**src/abfc_pkg.sv**
```systemverilog
// Package for the readout buffer format checker.
// Holds the channel item types, word tag codes, word classes and limits.
// No dependencies; every other file of the block refers to it by scoped names.
package abfc_pkg;

  // Default sizing, handed to the top level as parameter defaults.
  localparam int MaxBlocksDefault = 22;
  localparam int MaxEventsDefault = 1023;

  // Saturation limits fixed by the field widths.
  localparam logic [21:0] WORDS_MAX  = 22'h3FFFFF;
  localparam logic [12:0] TALLY_MAX  = 13'h1FFF;
  localparam logic [4:0]  BLOCKS_MAX = 5'h1F;
  localparam logic [15:0] ERRS_MAX   = 16'hFFFF;

  // Depth of the queue between front and back.
  localparam int QueueDepth = 2;

  // Type tags, bits 31..27 of a readout word.
  localparam logic [4:0] TAG_BLOCK_HDR    = 5'h10;
  localparam logic [4:0] TAG_BLOCK_TRL    = 5'h11;
  localparam logic [4:0] TAG_EVENT_HDR    = 5'h12;
  localparam logic [4:0] TAG_TRIG_TIME    = 5'h13;
  localparam logic [4:0] TAG_WINDOW_RAW   = 5'h14;
  localparam logic [4:0] TAG_IGN_15       = 5'h15;
  localparam logic [4:0] TAG_PULSE_RAW    = 5'h16;
  localparam logic [4:0] TAG_IGN_17       = 5'h17;
  localparam logic [4:0] TAG_IGN_18       = 5'h18;
  localparam logic [4:0] TAG_IGN_19       = 5'h19;
  localparam logic [4:0] TAG_IGN_1A       = 5'h1A;
  localparam logic [4:0] TAG_IGN_1D       = 5'h1D;
  localparam logic [4:0] TAG_NOT_VALID    = 5'h1E;
  localparam logic [4:0] TAG_FILLER       = 5'h1F;

  // Word class as decided by the front from the tag alone.
  typedef enum logic [3:0] {
    KIND_BLOCK_HDR,
    KIND_BLOCK_TRL,
    KIND_EVENT_HDR,
    KIND_TRIG_TIME,
    KIND_WINDOW_RAW,
    KIND_PULSE_RAW,
    KIND_NOT_VALID,
    KIND_IGNORED,
    KIND_UNKNOWN
  } word_kind_e;

  typedef struct packed {
    logic [31:0] data_word;
    logic        last_word;
  } in_item_t;

  typedef struct packed {
    logic [4:0]  word_type;
    logic        is_continuation;
    logic [2:0]  errors_added;
    logic [15:0] error_total;
    logic        end_of_buffer;
    logic [4:0]  block_total;
    logic        event_count_mismatch;
    logic        data_not_valid;
  } out_item_t;

  // One classified word waiting in the queue.
  typedef struct packed {
    logic [31:0] word;
    logic        last;
    word_kind_e  kind;
  } queue_entry_t;

  // Tag decode; low tags are unknown unless the back consumes them as continuation.
  function automatic word_kind_e classify(input logic [4:0] tag);
    word_kind_e kind;
    case (tag)
      TAG_BLOCK_HDR:  kind = KIND_BLOCK_HDR;
      TAG_BLOCK_TRL:  kind = KIND_BLOCK_TRL;
      TAG_EVENT_HDR:  kind = KIND_EVENT_HDR;
      TAG_TRIG_TIME:  kind = KIND_TRIG_TIME;
      TAG_WINDOW_RAW: kind = KIND_WINDOW_RAW;
      TAG_PULSE_RAW:  kind = KIND_PULSE_RAW;
      TAG_NOT_VALID:  kind = KIND_NOT_VALID;
      TAG_IGN_15, TAG_IGN_17, TAG_IGN_18, TAG_IGN_19,
      TAG_IGN_1A, TAG_IGN_1D, TAG_FILLER: kind = KIND_IGNORED;
      default:        kind = KIND_UNKNOWN;
    endcase
    return kind;
  endfunction

endpackage

```
**src/abfc_out_if.sv**
```systemverilog
// Result channel of the format checker: valid, ready and one check result.
// Depends on abfc_pkg for the item type.
interface abfc_out_if;
  logic                valid;
  logic                ready;
  abfc_pkg::out_item_t payload;

  modport source (output valid, output payload, input ready);
  modport sink   (input valid, input payload, output ready);
endinterface

```
**src/abfc_back.sv**
```systemverilog
// Back of the format checker: record and block state, error counting, result register.
// Depends on abfc_pkg and abfc_out_if; takes classified words from the queue.
module abfc_back #(
  parameter int MaxBlocks = abfc_pkg::MaxBlocksDefault,
  parameter int MaxEvents = abfc_pkg::MaxEventsDefault
) (
  input  logic                   clk_i,
  input  logic                   rst_ni,
  input  logic                   rd_valid_i,
  output logic                   rd_ready_o,
  input  abfc_pkg::queue_entry_t rd_data_i,
  abfc_out_if.source             out_o
);

  typedef enum logic [1:0] {
    MODE_NONE,
    MODE_TRIG,
    MODE_WINDOW,
    MODE_PULSE
  } cont_mode_e;

  typedef struct packed {
    cont_mode_e  mode;
    logic [4:0]  slot;
    logic [21:0] words;
    logic [4:0]  blocks;
    logic [9:0]  ev_this;
    logic [9:0]  ev_first;
    logic [11:0] win_width;
    logic [12:0] tally;
    logic [15:0] errors;
    logic        mismatch;
    logic        not_valid;
  } state_t;

  localparam state_t StateReset = '{mode: MODE_NONE, default: '0};
  localparam logic [4:0] MaxBlocksW = 5'(MaxBlocks);
  localparam logic [9:0] MaxEventsW = 10'(MaxEvents);

  state_t              st_q, st_d;
  logic                out_valid_q;
  abfc_pkg::out_item_t out_q, out_d;
  logic                take;
  logic [31:0]         w;

  assign w          = rd_data_i.word;
  assign take       = rd_valid_i && (!out_valid_q || out_o.ready);
  assign rd_ready_o = !out_valid_q || out_o.ready;
  assign out_o.valid   = out_valid_q;
  assign out_o.payload = out_q;

  // Per-word checks on the head of the queue.
  always_comb begin
    state_t      s;
    logic [2:0]  added;
    logic        cont;
    logic [16:0] total;

    s     = st_q;
    added = '0;
    cont  = 1'b0;

    if (s.blocks != '0 && s.words != abfc_pkg::WORDS_MAX) begin
      s.words = s.words + 1'b1;
    end

    if (s.mode != MODE_NONE && !w[31]) begin
      // Continuation word of the open record; window raw counts two samples.
      cont = 1'b1;
      if (s.mode == MODE_WINDOW) begin
        s.tally = (s.tally >= abfc_pkg::TALLY_MAX - 13'd1) ? abfc_pkg::TALLY_MAX
                                                          : s.tally + 13'd2;
      end
    end else begin
      // A header word closes any open record first.
      if (s.mode == MODE_WINDOW && {1'b0, s.win_width} != s.tally) begin
        added = added + 1'b1;
      end
      s.mode = MODE_NONE;
      case (rd_data_i.kind)
        abfc_pkg::KIND_BLOCK_HDR: begin
          if (s.blocks == 5'd1) begin
            s.ev_first = s.ev_this;
          end else if (s.blocks >= 5'd2 && s.ev_this != s.ev_first) begin
            s.mismatch = 1'b1;
            added      = added + 1'b1;
          end
          if (s.blocks != abfc_pkg::BLOCKS_MAX) begin
            s.blocks = s.blocks + 1'b1;
          end
          s.slot    = w[26:22];
          s.words   = 22'd1;
          s.ev_this = '0;
        end
        abfc_pkg::KIND_BLOCK_TRL: begin
          if (s.blocks == '0) begin
            added = added + 1'b1;
          end else begin
            if (w[26:22] != s.slot) begin
              added = added + 1'b1;
            end
            if (w[21:0] != s.words) begin
              added = added + 1'b1;
            end
          end
        end
        abfc_pkg::KIND_EVENT_HDR: begin
          if (s.blocks == '0) begin
            added = added + 1'b1;
          end else if (s.ev_this < MaxEventsW) begin
            s.ev_this = s.ev_this + 1'b1;
          end
        end
        abfc_pkg::KIND_TRIG_TIME: begin
          s.mode = MODE_TRIG;
        end
        abfc_pkg::KIND_WINDOW_RAW: begin
          s.win_width = w[11:0];
          s.tally     = '0;
          s.mode      = MODE_WINDOW;
        end
        abfc_pkg::KIND_PULSE_RAW: begin
          s.mode = MODE_PULSE;
        end
        abfc_pkg::KIND_NOT_VALID: begin
          s.not_valid = 1'b1;
        end
        abfc_pkg::KIND_IGNORED: begin
          s.mode = MODE_NONE;
        end
        default: begin
          added = added + 1'b1;
        end
      endcase
    end

    // End of buffer: close the open record and the current block.
    if (rd_data_i.last) begin
      if (s.mode == MODE_WINDOW && {1'b0, s.win_width} != s.tally) begin
        added = added + 1'b1;
      end
      s.mode = MODE_NONE;
      if (s.blocks >= 5'd2 && s.ev_this != s.ev_first) begin
        s.mismatch = 1'b1;
        added      = added + 1'b1;
      end
    end

    total    = {1'b0, s.errors} + 17'(added);
    s.errors = total[16] ? abfc_pkg::ERRS_MAX : total[15:0];

    out_d.word_type            = w[31:27];
    out_d.is_continuation      = cont;
    out_d.errors_added         = added;
    out_d.error_total          = s.errors;
    out_d.end_of_buffer        = rd_data_i.last;
    out_d.block_total          = (s.blocks > MaxBlocksW) ? MaxBlocksW : s.blocks;
    out_d.event_count_mismatch = s.mismatch;
    out_d.data_not_valid       = s.not_valid;

    st_d = rd_data_i.last ? StateReset : s;
  end

  // Checker state and result valid.
  always_ff @(posedge clk_i or negedge rst_ni) begin
    if (!rst_ni) begin
      st_q        <= StateReset;
      out_valid_q <= 1'b0;
    end else begin
      if (take) begin
        st_q <= st_d;
      end
      if (take) begin
        out_valid_q <= 1'b1;
      end else if (out_o.ready) begin
        out_valid_q <= 1'b0;
      end
    end
  end

  // Result register.
  always_ff @(posedge clk_i) begin
    if (take) begin
      out_q <= out_d;
    end
  end

endmodule

```
**src/flat_wrapper.sv**
```systemverilog
// flat-port wrapper written by rule: the top's interface ports become plain ports
module abfc_back_flat 
#(
  parameter int MaxBlocks = abfc_pkg::MaxBlocksDefault,
  parameter int MaxEvents = abfc_pkg::MaxEventsDefault
)
  (clk_i, rst_ni, rd_valid_i, rd_ready_o, rd_data_i, out_o_valid, out_o_payload, out_o_ready);
  abfc_out_if out_o_i ();
  input  logic clk_i;
  input  logic rst_ni;
  input  logic rd_valid_i;
  output logic rd_ready_o;
  input  abfc_pkg::queue_entry_t rd_data_i;
  output wire logic [$bits(out_o_i.valid)-1:0] out_o_valid;
  output wire logic [$bits(out_o_i.payload)-1:0] out_o_payload;
  input wire logic [$bits(out_o_i.ready)-1:0] out_o_ready;
  assign out_o_valid = out_o_i.valid;
  assign out_o_payload = out_o_i.payload;
  assign out_o_i.ready = out_o_ready;
  abfc_back #(.MaxBlocks(MaxBlocks), .MaxEvents(MaxEvents)) u_core (.clk_i(clk_i), .rst_ni(rst_ni), .rd_valid_i(rd_valid_i), .rd_ready_o(rd_ready_o), .rd_data_i(rd_data_i), .out_o(out_o_i));
endmodule
```
**config.mk**
```make
export PLATFORM = sky130hd
export DESIGN_NAME = abfc_back_flat
export DESIGN_NICKNAME = d
export VERILOG_FILES = /design/src/abfc_pkg.sv /design/src/abfc_out_if.sv /design/src/abfc_back.sv /design/src/flat_wrapper.sv
export SDC_FILE = /design/constraint.sdc
export NUM_CORES = 1
export LEC_CHECK = 0
export BUFFER_PORTS_ARGS = -buffer_cell sky130_fd_sc_hd__buf_2
export CAP_MARGIN = 5
export CORE_MARGIN = 2
export CORE_UTILIZATION = 43
export CTS_CLUSTER_DIAMETER = 120
export DETAILED_ROUTE_END_ITERATION = 10
export PLACE_DENSITY_LB_ADDON = 0.15
export SYNTH_ARGS = -nofsm -noshare
export SYNTH_HDL_FRONTEND = slang
export SYNTH_SLANG_ARGS = --single-unit
export TNS_END_PERCENT = 100
```
**constraint.sdc**
```tcl
create_clock -name clk_i -period 8.39 [get_ports clk_i]
set_input_delay 1.2585 -clock clk_i [delete_from_list [all_inputs] [get_ports clk_i]]
set_output_delay 1.2585 -clock clk_i [all_outputs]
set_load 0.02 [all_outputs]
```
## Word-level counts from Yosys, hierarchy flattened

Index checks and enable logic that the tools add are counted.

- Logic and storage cells: 114
- Bits in registers: 131

- Mux-type cells: 43
- Add/subtract/negate cells: 9
- $lt $le $gt $ge: 5
- Equality and inequality tests: 19
- Reductions and logical operators: 18

Operator list:

| kind | number |
|---|---|
| 2-to-1 mux 97 bit | 1 |
| 2-to-1 mux 66 bit | 1 |
| 2-to-1 mux 3 bit | 15 |
| 2-to-1 mux 10 bit | 4 |
| 2-to-1 mux 13 bit | 3 |
| 2-to-1 mux 32 bit | 1 |
| != test 12 x 13 -> 1 bit | 2 |
| 2-to-1 mux 25 bit | 1 |
| adder 22 x 1 -> 22 bit, second input constant | 1 |
| 2-to-1 mux 22 bit | 1 |
| != test 22 bit | 1 |
| != test 22 bit, second input constant | 1 |
| != test 10 bit | 2 |
| one-hot mux 10 bit (2 select lines) | 1 |
| adder 16 x 3 -> 17 bit | 1 |
| equality test 4 x 3 -> 1 bit, second input constant | 4 |
| 2-to-1 mux 16 bit | 1 |
| adder 13 x 2 -> 13 bit, second input constant | 1 |
| greater-or-equal comparator 13 bit, second input constant | 1 |
| adder 3 x 1 -> 3 bit, second input constant | 4 |
| one-hot mux 3 bit (4 select lines) | 1 |
| adder 10 x 1 -> 10 bit, second input constant | 1 |
| greater-or-equal comparator 5 x 2 -> 1 bit, second input constant | 2 |
| less-than comparator 10 bit, second input constant | 1 |
| other kinds (22) | 42 |

## Depth between registers and ports, before layout

- Word-level depth: 23
- Depth in mapped cells: 33
- Gate-level depth less buffers: 28

## Least setup slack after synthesis

Ideal clock, no wire load.

- Path kind: input port to flip-flop
- Start: input rd_data_i[36] (netlist bit)
- End: register u_core.st_q[10] (netlist bit)
- Slack: 1.576 ns
- Stages: 29
- Arrival time: 6.725 ns
- Required time: 8.301 ns
- Setup time: 0.089 ns
- Path through: or3b_1 > clkbuf_1 > nor4_1 > a21oi_1 > xor2_1 > o21ai_1 > nand4_1 > nor4_2 > o21ai_1 > or2_1 > inv_1 > ha_1 > nand2_1 > o21ai_1 > ha_1 > a211oi_2 > o21ai_1 > xnor2_1 > ha_1 > nor2b_1 > o2111a_1 > and2_1 > clkbuf_1 > and4_1 > clkbuf_1 > nand3_1 > clkbuf_1 > a41o_1 > a21oi_1

RTL lines:

| element | line | text |
|---|---|---|
| start, declared | flat_wrapper.sv:13 | `input abfc_pkg::queue_entry_t rd_data_i;` |
| end signal, assigned | abfc_back.sv:167 | `st_q <= StateReset;` |
| end signal, assigned | abfc_back.sv:171 | `st_q <= st_d;` |
| end, declared | abfc_back.sv:40 | `state_t st_q, st_d;` |

==> impl_metrics.toml <==
[status]
status = "finished, final reports clean"

[route]
vias = 7962
wl_per_cell_um = 18.8
viasPerCell = 6.04
wirelength_um = 24800
drc = 0
ant_nets = 0
firstDrtPassIters = 5
first_iter_violations = 526

[setup_path]
crit_slowest_cell = "nor3_1"
arrival_ns = 7.79
worstSetupEndpointType = "register"
critPathMostFrequentCell = "ha_1"
criticalPathCategory = "register to register"
crit_required_ns = 8.74
worst-path-buf-inv = 3
cp_max_fo = 13
cp-start-kind = "register"
slowest_delay_ns = 1.01
critPathTopFamily = "simple AND/OR/NAND/NOR gates"

[timing]
whs_ns = 0.519
finalCriticalPeriod_ns = 7.44
fin_skew_ns = 0.0110
max_freq_mhz = 134
slew_headroom = 0.229
finalSetupViolCount = 0
post-route-period-util = 0.886
rsz0062_at_grt = "false"
setup-tns-final_ns = 0
worst_slew_pin_slew_ns = 1.15
finalMaxSlewViolations = 0
hold_violations = 0
fin_ws_ns = 0.953

[floorplan]
fp-row-count = 52
fp.dieH_um = 147
ios = 76
dieArea_um2 = 21700
coreArea_um2 = 20200
initial_utilization = 0.437
dieWidth_um = 147

[clocking]
post_cts_resized = 0
path_clk_slew_ns = 0.06
postCtsHoldBufs = 0
insertion_delay_ns = 0.43
cts_root_buf = "clkbuf_16"
tritoncts = "built"
clock_path_buffers = 2
postCtsSetupRepairBufs = 0
clkSinkCount = 131
numCtsBuffers = 17
htreeDepth = 4

[synthesis]
yosysUniqueCellTypes = 89
yosys_warnings = 0
synth-seq-cells = 131
syn_area_per_cell_um2 = 8.91
async_flop_share = 0.748
synthCells = 992
synth_fp_nets = 1050
syn_area_um2 = 8840
synth_top_flop_cell = "dfrtp_1"
seq_area_frac_synth = 0.389
synth_edf_count = 33

[final_layout]
area_growth_pct = 13.3
final_layout_size_suffix_gt1_frac = 0.141
design_area_um2 = 10000
final_cells = 1318
nets = 1091

[placement]
dp_hpwl_um = 16700
placedCellCount = 1284
io_buffers = 75
gp_congestion = 0.890
place_area_um2 = 9400
preCtsSetupSlack_ns = 0.658

[global_routing]
antenna_found_initial = 2
gr-usage-all-layers = 0.232
grt_max_degree = 73
grt_pass1_vias = 7553
grt_pass1_wl_um = 40400
grt_overflow_total = 0

[power]
power_density_nw_per_um2 = 178
leakage_nw = 4.36
ir_drop_mv = 0.140

[flow_run]
drv_cap = 0

[worst_hold_path]
holdCritPathClass = "register to register"
==> worst reg2reg max path, cell delays in order, from the launching register on <==
cell,delay [ns]
dfrtp_1,0.50
nand4_1,0.33
nor3_1,1.01
buf_4,0.31
a2111oi_2,0.09
xnor2_1,0.17
a211oi_1,0.22
nand4_1,0.23
o31a_1,0.34
o31a_1,0.30
or2_1,0.28
inv_1,0.07
ha_1,0.21
nand2_1,0.08
o21ai_1,0.06
ha_1,0.20
a211oi_2,0.18
o21ai_1,0.10
xnor2_1,0.17
ha_1,0.33
nor2b_1,0.24
o2111a_1,0.24
and2_1,0.32
and4_1,0.35
nand3_1,0.34
buf_4,0.31
a41o_1,0.24
a21oi_1,0.13
==> layout by cell type, fill, tap and decap left out, types with 12 or more instances in the layout <==
| cell | n |
|---|---|
| nor2_1 | 56 |
| a21oi_1 | 63 |
| nand3_1 | 36 |
| nor4_1 | 15 |
| dfrtp_1 | 98 |
| nand2b_1 | 13 |
| ha_1 | 16 |
| and2_1 | 12 |
| buf_4 | 18 |
| nand4_1 | 27 |
| nand2_1 | 99 |
| edfxtp_1 | 33 |
| mux2i_1 | 12 |
| nor3_1 | 22 |
| o21ai_0 | 59 |
| a22o_1 | 43 |
| and3_1 | 13 |
| xnor2_1 | 47 |
| a31oi_1 | 19 |
| inv_1 | 23 |
| buf_2 | 74 |
| xor2_1 | 42 |
| clkbuf_16 | 17 |
==> worst paths after layout <==
check / start / end / slack, ns / cells past startpoint
setup / recovery: u_core.st_q[83]$_DFFE_PN0P_ / u_core.st_q[10]$_DFFE_PN0P_ / 0.95 / 27
hold / removal: u_core.st_q[94]$_DFFE_PN0P_ / u_core.st_q[94]$_DFFE_PN0P_ / 0.52 / 1
setup reg to reg: u_core.st_q[83]$_DFFE_PN0P_ / u_core.st_q[10]$_DFFE_PN0P_ / 0.95 / 27
hold reg to reg: u_core.st_q[94]$_DFFE_PN0P_ / u_core.st_q[94]$_DFFE_PN0P_ / 0.52 / 1
max in group asynchronous: rst_ni / u_core.st_q[64]$_DFFE_PN0P_ / 6.33 / 2
min in group asynchronous: rst_ni / u_core.st_q[81]$_DFFE_PN0P_ / 0.73 / 1
==> stage by stage <==
step	util	total power, mW
after floorplan	-	0.902
after global placement	0.465	0.999
after detailed placement	0.465	1.00
after CTS	0.495	1.80
after global routing	0.495	1.85
final	0.495	1.78
==> power by group <==
group	total [mW]	internal [mW]	leakage [nW]	switching [mW]
Sequential	0.708	0.683	1.68	0.0249
Combinational	0.281	0.0990	2.37	0.182
Clock	0.791	0.454	0.305	0.336
Total	1.78	1.24	4.36	0.543
==> synthesized netlist by cell type, drive strengths merged, types with 5 or more instances <==
cell type / number / area (µm²)
edfxtp: 33 / 991
nor2b: 5 / 31.3
o211ai: 6 / 45.0
a41oi: 6 / 52.6
nor3: 23 / 120
ha: 16 / 200
and3: 13 / 81.3
nand3: 36 / 180
a211oi: 9 / 77.6
nor3b: 5 / 37.5
inv: 26 / 97.6
o31ai: 10 / 75.1
mux2i: 12 / 120
dfrtp: 98 / 2450
buf: 15 / 83.8
a31oi: 19 / 119
xnor2: 47 / 412
o21ai: 68 / 340
xor2: 42 / 368
nand4: 27 / 169
and2: 12 / 75.1
a21o: 9 / 67.6
o22a: 5 / 43.8
nor4: 18 / 131
o22ai: 6 / 37.5
a21oi: 64 / 324
or3: 5 / 36.3
clkbuf: 55 / 206
nand2: 100 / 375
nor2: 57 / 214
and4: 11 / 96.3
a22o: 43 / 377
nand2b: 13 / 81.3
==> layout make-up <==
class                           count  area [µm²]
Inverter                           27         101
Antenna cell                        2        5.00
Fill cell                        1899       10200
Clock inverter                     15         185
Multi-Input combinational cell    764        5010
Sequential cell                   131        3440
Tap cell                          270         338
Clock buffer                       17         425
Timing Repair Buffer               92         505
==> sequential cells by signal, summed over array words and instances (netlist names) <==
register	count
u_core.st_q	97
u_core.out_o.payload	33
u_core.out_o.valid	1
==> cells by family (layout without fill, tap and decap cells) <==
| group | Yosys count | count (layout) | synth area share |
|---|---|---|---|
| and+or+nand+nor | 346 | 346 | 0.206 |
| AOI/OAI and AO/OA | 297 | 297 | 0.230 |
| DFF | 131 | 131 | 0.389 |
| buffers and inverters | 97 | 151 | 0.0443 |
| xor gates and xnor gates | 89 | 89 | 0.0882 |
| adders and majority gates | 17 | 17 | 0.0249 |
| muxes | 15 | 15 | 0.0178 |
| other | 0 | 2 | 0 |
==> routing by layer <==
metal	up-vias	routed length, µm	GRT usage
li1	3784	-	-
met1	3881	11500	0.319
met2	259	11600	0.372
met3	38	1240	0.0414
met4	0	499	0.0822
met5	-	0	0
Note: power is estimated with default switching activity, not from simulation.
